--- src/hdl/srr_pkg.sv ---
// Shared types, constants and the control program of the selective-repeat receiver.
package srr_pkg;

	// Default sizing of the sequence space and of the stored payload.
	localparam int SEQ_SPACE_DEF    = 8;
	localparam int PAYLOAD_BITS_DEF = 64;

	// Fixed field widths at the block boundary.
	localparam int SEQ_W  = 3;
	localparam int WORD_W = 64;
	localparam int WIN_W  = 3;

	// At most this many payloads are released by one packet.
	localparam int MAX_DELIVER = 7;
	localparam int CNT_W       = 3;

	// Step counter of the control program.
	localparam int PC_W = 3;

	localparam logic [PC_W-1:0] STEP_WAIT     = 3'd0;
	localparam logic [PC_W-1:0] STEP_SCREEN   = 3'd1;
	localparam logic [PC_W-1:0] STEP_ROUTE    = 3'd2;
	localparam logic [PC_W-1:0] STEP_ACK_ONLY = 3'd3;
	localparam logic [PC_W-1:0] STEP_STORE    = 3'd4;
	localparam logic [PC_W-1:0] STEP_ACK      = 3'd5;
	localparam logic [PC_W-1:0] STEP_DELIVER  = 3'd6;
	localparam logic [PC_W-1:0] STEP_SPARE    = 3'd7;

	// Jump conditions; COND_NEXT never jumps.
	typedef enum logic [2:0] {
		COND_NEXT       = 3'd0,
		COND_ALWAYS     = 3'd1,
		COND_NO_START   = 3'd2,
		COND_BAD        = 3'd3,
		COND_IN_WINDOW  = 3'd4,
		COND_BASE_EMPTY = 3'd5,
		COND_RUN_MORE   = 3'd6
	} srr_cond_t;

	// Source of the last-of-run mark on an emitted result.
	typedef enum logic [1:0] {
		LAST_ONE      = 2'd0,
		LAST_IF_EMPTY = 2'd1,
		LAST_RUN_END  = 2'd2
	} srr_last_t;

	// One control word of the program.
	typedef struct packed {
		logic              ready;
		logic              latch;
		srr_cond_t         cond;
		logic [PC_W-1:0]   target;
		logic              emit_ack;
		logic              emit_deliv;
		srr_last_t         last_sel;
		logic              store;
		logic              rd_next;
		logic              advance;
	} srr_ctl_t;

	// Status flags that the datapath returns for conditional jumps.
	typedef struct packed {
		logic bad;
		logic in_window;
		logic base_empty;
		logic run_end;
	} srr_flags_t;

	// Control program, one word per step.
	function automatic srr_ctl_t srr_program(input logic [PC_W-1:0] step);
		srr_ctl_t w;
		w = '0;
		w.cond     = COND_NEXT;
		w.last_sel = LAST_ONE;
		w.target   = STEP_WAIT;
		unique case (step)
			STEP_WAIT: begin
				w.ready = 1'b1;
				w.latch = 1'b1;
				w.cond  = COND_NO_START;
				w.target = STEP_WAIT;
			end
			STEP_SCREEN: begin
				w.cond   = COND_BAD;
				w.target = STEP_WAIT;
			end
			STEP_ROUTE: begin
				w.cond   = COND_IN_WINDOW;
				w.target = STEP_STORE;
			end
			STEP_ACK_ONLY: begin
				w.emit_ack = 1'b1;
				w.last_sel = LAST_ONE;
				w.cond     = COND_ALWAYS;
				w.target   = STEP_WAIT;
			end
			STEP_STORE: begin
				w.store = 1'b1;
			end
			STEP_ACK: begin
				w.emit_ack = 1'b1;
				w.last_sel = LAST_IF_EMPTY;
				w.cond     = COND_BASE_EMPTY;
				w.target   = STEP_WAIT;
			end
			// Stay on this step while the run goes on; fall through when it ends.
			STEP_DELIVER: begin
				w.emit_deliv = 1'b1;
				w.advance    = 1'b1;
				w.rd_next    = 1'b1;
				w.last_sel   = LAST_RUN_END;
				w.cond       = COND_RUN_MORE;
				w.target     = STEP_DELIVER;
			end
			STEP_SPARE: begin
				w.cond   = COND_ALWAYS;
				w.target = STEP_WAIT;
			end
		endcase
		return w;
	endfunction

endpackage

--- src/hdl/selective_repeat_receiver.sv ---
// Top level of the selective-repeat receiver: sequencer plus datapath.
//
// Packets enter as command transactions: the block takes seq_number, payload_word
// and checksum_ok at a clock edge where start is high and busy is low.
// Results leave on result_kind, ack_number, delivered_word and last_of_run, each
// valid for exactly one cycle while result_strobe is high; the receiver of results
// cannot stall them, and the results of one packet come out in consecutive cycles.
// A corrupt packet produces nothing and holds busy only through the screen step.
// An out-of-window packet gives one ACK from the acknowledge-only step after the
// screen and route steps; busy is high through these steps.
// An in-window packet gives its ACK from the ack step after the screen, route and
// store steps, then one delivery per cycle for each buffered payload from the
// window base, at most seven; busy ends after the ACK step when nothing is
// delivered, otherwise after the delivery steps and the spare step.
// The rate is set by the microcoded step counter, which walks one slot of the
// payload RAM per cycle on its single read port.
// The user must write the window register via cfg_we and cfg_data only while busy is
// low; the block does not enforce it. Reset clears the slot marks, the window base
// and the sequencer at once and sets the window to four; no clearing pass is needed.
module selective_repeat_receiver import srr_pkg::*; #(
	parameter int SEQ_SPACE    = SEQ_SPACE_DEF,
	parameter int PAYLOAD_BITS = PAYLOAD_BITS_DEF
) (
	input  logic              clk,
	input  logic              arst_n,
	input  logic              cfg_we,
	input  logic [WIN_W-1:0]  cfg_data,
	input  logic              start,
	output logic              busy,
	input  logic [SEQ_W-1:0]  seq_number,
	input  logic [WORD_W-1:0] payload_word,
	input  logic              checksum_ok,
	output logic              result_strobe,
	output logic              result_kind,
	output logic [SEQ_W-1:0]  ack_number,
	output logic [WORD_W-1:0] delivered_word,
	output logic              last_of_run
);

	srr_ctl_t   ctl;
	srr_flags_t flags;

	// Control program sequencer.
	srr_sequencer u_seq (
		.clk    (clk),
		.arst_n (arst_n),
		.start  (start),
		.flags  (flags),
		.ctl    (ctl),
		.busy   (busy)
	);

	// Datapath with the slot store.
	srr_datapath #(
		.SEQ_SPACE    (SEQ_SPACE),
		.PAYLOAD_BITS (PAYLOAD_BITS)
	) u_dp (
		.clk            (clk),
		.arst_n         (arst_n),
		.ctl            (ctl),
		.flags          (flags),
		.start          (start),
		.seq_number     (seq_number),
		.payload_word   (payload_word),
		.checksum_ok    (checksum_ok),
		.cfg_we         (cfg_we),
		.cfg_data       (cfg_data),
		.result_strobe  (result_strobe),
		.result_kind    (result_kind),
		.ack_number     (ack_number),
		.delivered_word (delivered_word),
		.last_of_run    (last_of_run)
	);

endmodule

--- src/hdl/srr_ram.sv ---
// Generic single-write, single-read RAM with registered read data.
module srr_ram #(
	parameter int WIDTH = 64,
	parameter int DEPTH = 8
) (
	input  logic                     clk,
	input  logic                     we,
	input  logic [$clog2(DEPTH)-1:0] waddr,
	input  logic [WIDTH-1:0]         wdata,
	input  logic [$clog2(DEPTH)-1:0] raddr,
	output logic [WIDTH-1:0]         rdata
);

	logic [WIDTH-1:0] mem [DEPTH];

	// Write port and registered read port.
	always_ff @(posedge clk) begin
		if (we) begin
			mem[waddr] <= wdata;
		end
		rdata <= mem[raddr];
	end

endmodule

--- src/hdl/srr_sequencer.sv ---
// Step counter and program ROM that drive the receiver datapath.
module srr_sequencer import srr_pkg::*; (
	input  logic       clk,
	input  logic       arst_n,
	input  logic       start,
	input  srr_flags_t flags,
	output srr_ctl_t   ctl,
	output logic       busy
);

	logic [PC_W-1:0] pc_q;
	logic            take;

	// Fetch the control word of the current step.
	assign ctl  = srr_program(pc_q);
	assign busy = ~ctl.ready;

	// Evaluate the jump condition of the current step.
	always_comb begin
		unique case (ctl.cond)
			COND_NEXT:       take = 1'b0;
			COND_ALWAYS:     take = 1'b1;
			COND_NO_START:   take = ~start;
			COND_BAD:        take = flags.bad;
			COND_IN_WINDOW:  take = flags.in_window;
			COND_BASE_EMPTY: take = flags.base_empty;
			COND_RUN_MORE:   take = ~flags.run_end;
			default:         take = 1'b1;
		endcase
	end

	// Step counter: jump to the target or fall through to the next step.
	always_ff @(posedge clk or negedge arst_n) begin
		if (!arst_n) begin
			pc_q <= STEP_WAIT;
		end else if (take) begin
			pc_q <= ctl.target;
		end else begin
			pc_q <= pc_q + PC_W'(1);
		end
	end

endmodule

--- src/hdl/srr_datapath.sv ---
// Receiver datapath: packet latch, window check, slot marks, base pointer and result register.
module srr_datapath import srr_pkg::*; #(
	parameter int SEQ_SPACE    = SEQ_SPACE_DEF,
	parameter int PAYLOAD_BITS = PAYLOAD_BITS_DEF
) (
	input  logic              clk,
	input  logic              arst_n,
	input  srr_ctl_t          ctl,
	output srr_flags_t        flags,
	input  logic              start,
	input  logic [SEQ_W-1:0]  seq_number,
	input  logic [WORD_W-1:0] payload_word,
	input  logic              checksum_ok,
	input  logic              cfg_we,
	input  logic [WIN_W-1:0]  cfg_data,
	output logic              result_strobe,
	output logic              result_kind,
	output logic [SEQ_W-1:0]  ack_number,
	output logic [WORD_W-1:0] delivered_word,
	output logic              last_of_run
);

	localparam int IDX_W = (SEQ_SPACE > 2) ? $clog2(SEQ_SPACE) : 1;
	localparam int CMP_W = ((IDX_W > SEQ_W) ? IDX_W : SEQ_W) + 1;
	localparam logic [CMP_W-1:0] SPACE_C = CMP_W'(SEQ_SPACE);
	localparam logic [CMP_W-1:0] LIMIT_C = CMP_W'(SEQ_SPACE - 1);
	localparam logic [IDX_W-1:0] TOP_IDX = IDX_W'(SEQ_SPACE - 1);

	logic [SEQ_W-1:0]        seq_q;
	logic [PAYLOAD_BITS-1:0] word_q;
	logic                    ok_q;
	logic [WIN_W-1:0]        win_q;
	logic [IDX_W-1:0]        base_q;
	logic [SEQ_SPACE-1:0]    valid_q;
	logic [CNT_W-1:0]        cnt_q;

	logic [CMP_W-1:0]        seq_c;
	logic [CMP_W-1:0]        base_c;
	logic [CMP_W-1:0]        seq_off;
	logic [CMP_W-1:0]        eff_win;
	logic [IDX_W-1:0]        slot_idx;
	logic [IDX_W-1:0]        base_next;
	logic [IDX_W-1:0]        rd_addr;
	logic [PAYLOAD_BITS-1:0] rd_data;
	logic                    run_end;
	logic                    last_bit;

	logic                    strobe_q;
	logic                    kind_q;
	logic [SEQ_W-1:0]        ack_q;
	logic [WORD_W-1:0]       word_out_q;
	logic                    last_q;

	// Window configuration register.
	always_ff @(posedge clk or negedge arst_n) begin
		if (!arst_n) begin
			win_q <= WIN_W'(4);
		end else if (cfg_we) begin
			win_q <= cfg_data;
		end
	end

	// Capture the packet on the accepted start transaction.
	always_ff @(posedge clk) begin
		if (ctl.latch && start) begin
			seq_q  <= seq_number;
			word_q <= payload_word[PAYLOAD_BITS-1:0];
			ok_q   <= checksum_ok;
		end
	end

	// Window check: distance from the base modulo the sequence space.
	always_comb begin
		seq_c  = CMP_W'(seq_q);
		base_c = CMP_W'(base_q);
		if (seq_c >= base_c) begin
			seq_off = seq_c - base_c;
		end else begin
			seq_off = seq_c + SPACE_C - base_c;
		end
		eff_win = (CMP_W'(win_q) > LIMIT_C) ? LIMIT_C : CMP_W'(win_q);
	end

	assign slot_idx  = seq_c[IDX_W-1:0];
	assign base_next = (base_q == TOP_IDX) ? '0 : base_q + IDX_W'(1);
	assign rd_addr   = ctl.rd_next ? base_next : base_q;
	assign run_end   = (cnt_q == CNT_W'(MAX_DELIVER - 1)) || !valid_q[base_next];

	assign flags.bad        = ~ok_q;
	assign flags.in_window  = (seq_c < SPACE_C) && (seq_off < eff_win);
	assign flags.base_empty = ~valid_q[base_q];
	assign flags.run_end    = run_end;

	// Slot marks, base pointer and run counter.
	always_ff @(posedge clk or negedge arst_n) begin
		if (!arst_n) begin
			valid_q <= '0;
			base_q  <= '0;
			cnt_q   <= '0;
		end else begin
			if (ctl.store) begin
				valid_q[slot_idx] <= 1'b1;
				cnt_q             <= '0;
			end
			if (ctl.advance) begin
				valid_q[base_q] <= 1'b0;
				base_q          <= base_next;
				cnt_q           <= cnt_q + CNT_W'(1);
			end
		end
	end

	// Buffered payload slots.
	srr_ram #(
		.WIDTH (PAYLOAD_BITS),
		.DEPTH (SEQ_SPACE)
	) u_slots (
		.clk   (clk),
		.we    (ctl.store),
		.waddr (slot_idx),
		.wdata (word_q),
		.raddr (rd_addr),
		.rdata (rd_data)
	);

	// Last-of-run mark for the result being emitted.
	always_comb begin
		unique case (ctl.last_sel)
			LAST_ONE:      last_bit = 1'b1;
			LAST_IF_EMPTY: last_bit = ~valid_q[base_q];
			LAST_RUN_END:  last_bit = run_end;
			default:       last_bit = 1'b1;
		endcase
	end

	// Result strobe register.
	always_ff @(posedge clk or negedge arst_n) begin
		if (!arst_n) begin
			strobe_q <= 1'b0;
		end else begin
			strobe_q <= ctl.emit_ack | ctl.emit_deliv;
		end
	end

	// Result payload register.
	always_ff @(posedge clk) begin
		kind_q     <= ctl.emit_deliv;
		ack_q      <= ctl.emit_ack ? seq_q : '0;
		word_out_q <= ctl.emit_deliv ? WORD_W'(rd_data) : '0;
		last_q     <= last_bit;
	end

	assign result_strobe  = strobe_q;
	assign result_kind    = kind_q;
	assign ack_number     = ack_q;
	assign delivered_word = word_out_q;
	assign last_of_run    = last_q;

`ifndef NO_ASSERTIONS
	// A delivery only ever releases a marked slot.
	a_deliver_marked: assert property (@(posedge clk) disable iff (!arst_n)
		ctl.emit_deliv |-> valid_q[base_q])
		else $error("delivery from an unmarked slot");

	// Each delivery moves the base one step around the sequence space.
	a_base_steps: assert property (@(posedge clk) disable iff (!arst_n)
		ctl.emit_deliv |=> base_q == $past(base_next))
		else $error("base did not advance after a delivery");

	// A run never exceeds its delivery limit.
	a_run_bound: assert property (@(posedge clk) disable iff (!arst_n)
		ctl.emit_deliv |-> cnt_q < CNT_W'(MAX_DELIVER))
		else $error("run longer than the delivery limit");

	// A result that is not the last of its run is followed at once by another.
	a_run_continues: assert property (@(posedge clk) disable iff (!arst_n)
		(strobe_q && !last_q) |=> strobe_q)
		else $error("run ended without a last-of-run mark");
`endif

endmodule

--- config.mk ---
export PLATFORM = sky130hd
export DESIGN_NAME = selective_repeat_receiver
export DESIGN_NICKNAME = d
export VERILOG_FILES = /design/src/hdl/srr_pkg.sv /design/src/hdl/selective_repeat_receiver.sv /design/src/hdl/srr_ram.sv /design/src/hdl/srr_sequencer.sv /design/src/hdl/srr_datapath.sv
export SDC_FILE = /design/constraint.sdc
export NUM_CORES = 1
export LEC_CHECK = 0
export ABC_AREA = 1
export BUFFER_PORTS_ARGS = -buffer_cell sky130_fd_sc_hd__buf_2
export CORE_ASPECT_RATIO = 0.7
export CORE_MARGIN = 3
export CORE_UTILIZATION = 60
export CTS_CLUSTER_DIAMETER = 200
export DETAILED_ROUTE_END_ITERATION = 10
export PLACE_DENSITY = 0.79
export SYNTH_ARGS = -nofsm -noshare
export SYNTH_HDL_FRONTEND = slang
export SYNTH_SLANG_ARGS = --single-unit
export TNS_END_PERCENT = 20
--- constraint.sdc ---
create_clock -name clk -period 5.65 [get_ports clk]
set_input_delay 1.4125 -clock clk [delete_from_list [all_inputs] [get_ports clk]]
set_output_delay 1.4125 -clock clk [all_outputs]
set_load 0.005 [all_outputs]
==> out/metrics.csv <==
stage,metric,value,unit
run_status,outcome,"finished, final reports clean",
routing,drc,0,
placed_design,gp_congestion,0.810,
setup_path,crit_type,register to register,
pwr,power_density,533,mW/mm^2
cts,cts_setup_buffers,0,
die,die_w,257,um
pwr,total_power,15.9,mW
pwr,swShare,32.5,%
die,die_area,0.0467,sq mm
pwr,internal_power,10.7,mW
cts,numCtsBuffers,67,
finish,final_common_cell,edfxtp_1,
routing,drt_wl_total,54.8,mm
routing,drt_iter0_drc,1760,
timing,grt_setup_unrepaired,no,
timing,totalNegativeSetupSlack,0,ps
setup_path,slowest_delay,880,ps
setup_path,cpLargestDelayFamily,buffers and inverters,
routing,ant_nets,0,
flow_run,max-cap-violations,0,
timing,clock_skew,27.4,ps
pwr,power_frac_comb,27.6,%
logic_synthesis,syn_nets,1958,
die,start_util,61.7,%
placed_design,place_hpwl,27.9,mm
finish,multiInputGateArea,0.00498,sq mm
logic_synthesis,netlist_instances,1864,
routing,routed_via_density,5.82,
die,chipHeight,182,um
finish,n_antenna_cell,0,
cts,h-tree-depth,3,
pwr,power.clock.fraction,28.1,%
routing,first_pass_iters,5,
cts,clock_sink_count,734,
die,std_cell_rows,63,
routing,vias,15359,
pwr,vdd_drop_max,446,uV
timing,tightest_slew,1190,ps
setup_path,cpMaxStageDelayCell,buf_4,
timing,hold_viol,0,
placed_design,place_worst_setup_slack,1120,ps
global_routing,gr-usage-all-layers,23.4,%
global_routing,first_global_vias,15345,
cts,ctsResizeCount,0,
cts,cts_tree,done,
setup_path,cp-start-kind,register,
timing,worst_slack,1080,ps
hold_path,hold_path_class,register to register,
routing,wl_per_cell,20.8,um
finish,synthToLayoutAreaGrowth,12.7,%
timing,fin_crit,4570,ps
timing,setup_viol,0,
global_routing,antenna_found_initial,0,
timing,slew_headroom,20.5,%
cts,root_buffer,clkbuf_16,
finish,fillers,2762,
timing,fin_crit_sh,81.0,%
die,ios,146,
logic_synthesis,synth_area,0.0264,sq mm
global_routing,grt_pass1_wl,84.4,mm
cts,cts_hold_buf,0,
finish,final_util,69.5,%
setup_path,worstPathRequired,6180,ps
cts,cts_buffer_depth,3,
logic_synthesis,seq_area_frac_synth,77.9,%
setup_path,arrival,5110,ps
die,coreArea,0.0429,sq mm
logic_synthesis,synth.ff_latch_count,734,
finish,final_cell_mix,"edfxtp_1 (580), nor2_1 (350), o21ai_1 (221)",
pwr,p_seq_share,44.3,%
setup_path,worst_setup_path_end_kind,register,
finish,fin_nets,2097,
cts,clk_latency,600,ps
timing,timing.fmax,219,MHz
pwr,p_switching,5.15,mW
timing,drv_slew,0,
placed_design,io_buffers,145,
pwr,p_leak,10.7,nW
global_routing,grt_max_degree,164,
logic_synthesis,yosys_warnings,0,
finish,drive_gt1_share,17.3,%
finish,regArea,0.0206,sq mm
setup_path,path_cells,inv_1 > ha_1 > nand2_4 > clkinv_2 > nand2_2 > nand2_8 > inv_8 > buf_4 > o21ai_1 > o22ai_1 > mux2_2,
setup_path,critPathMaxFanout,163,
setup_path,path_buf_inv,4,
logic_synthesis,synth_cell_type_count,28,
global_routing,overflow,0,
logic_synthesis,synth_area_per_cell,14.2,sq um
cts,clkTransAtPathRegs,70,ps
==> worst reg2reg max path, stage by stage, from the launching register on <==
cell      delay [ps]
dfrtp_1          420
inv_1            100
ha_1             250
nand2_4          440
clkinv_2         290
nand2_2          180
nand2_8          360
inv_8            910
buf_4            890
o21ai_1          230
o22ai_1          270
mux2_2           200
==> registers in the layout (all words and copies together) (netlist names), 8 cells and up <==
name / flops
u_dp.delivered_word: 64
u_dp.u_slots.mem: 512
u_dp.u_slots.rdata: 64
u_dp.valid_q: 8
u_dp.word_q: 64
==> power groups by stage <==
stage                     clock (mW)  sequential [mW]  combinational, mW
after global placement             0             7.11               4.04
after global routing            4.74             7.10               4.83
after detailed placement           0             7.14               4.28
final                           4.46             7.04               4.38
after floorplan                    0             7.03               3.35
after CTS                       4.52             7.03               4.36
==> path summary, 6_finish.rpt <==
path / startpoint / to / slack [ps] / cells past startpoint
setup / recovery: u_seq.pc_q[0]$_DFF_PN0_ / u_dp.u_slots.rdata[13]$_DFF_P_ / 1080 / 11
hold / removal: u_dp.u_slots.rdata[34]$_DFF_P_ / u_dp.delivered_word[34]$_SDFF_PP0_ / 410 / 2
setup reg to reg: u_seq.pc_q[0]$_DFF_PN0_ / u_dp.u_slots.rdata[13]$_DFF_P_ / 1080 / 11
hold reg to reg: u_dp.u_slots.rdata[34]$_DFF_P_ / u_dp.delivered_word[34]$_SDFF_PP0_ / 410 / 2
max in group asynchronous: arst_n / u_dp.win_q[2]$_DFFE_PN1P_ / 4500 / 1
min in group asynchronous: arst_n / u_seq.pc_q[0]$_DFF_PN0_ / 790 / 1
==> logic make-up after synthesis <==
family	share of synthesized area [%]
compound gates	8.35
xor+xnor	0.0663
fa+ha+maj	0.956
buf+inv	3.61
flops	77.9
mux	2.77
simple gates	6.33
==> through the flow <==
stage,instance area [sq um],hold slack [ps],std cells
after floorplan,26400,394,1864
after global placement,27600,401,2519
after detailed placement,27600,404,2519
after CTS,29800,414,2641
after global routing,29800,429,2641
final,29800,409,2641
==> layer usage <==
layer / global-route usage (%) / wire [um]
met4: 9.22 / 1690
met3: 3.92 / 3920
met5: 0 / 0
met1: 31.0 / 22300
met2: 39.2 / 26900
==> synth_stat cells (all sizes together) <==
cell	count	area share [%]
dfstp	1	0.099
o22ai	128	3.0
nor2	359	5.1
dfrtp	20	1.9
xor2	1	0.033
ha	17	0.80
a31oi	1	0.024
nand3	19	0.36
a21oi	12	0.23
xnor2	1	0.033
o21ai	267	5.1
clkinv	1	0.019
fa	2	0.15
mux2	65	2.8
buf	75	1.8
inv	99	1.4
clkbuf	25	0.36
edfxtp	580	66
dfxtp	133	10
nand2	58	0.87
==> area by class of cell <==
class	count	area share, %
Sequential cell	734	69.2
Multi-Input combinational cell	930	16.7
Clock buffer	95	6.32
Timing Repair Buffer	170	3.07
Tap cell	585	2.46
Inverter	100	1.30
Clock inverter	27	0.978
Power figures use the tool's default switching activity.
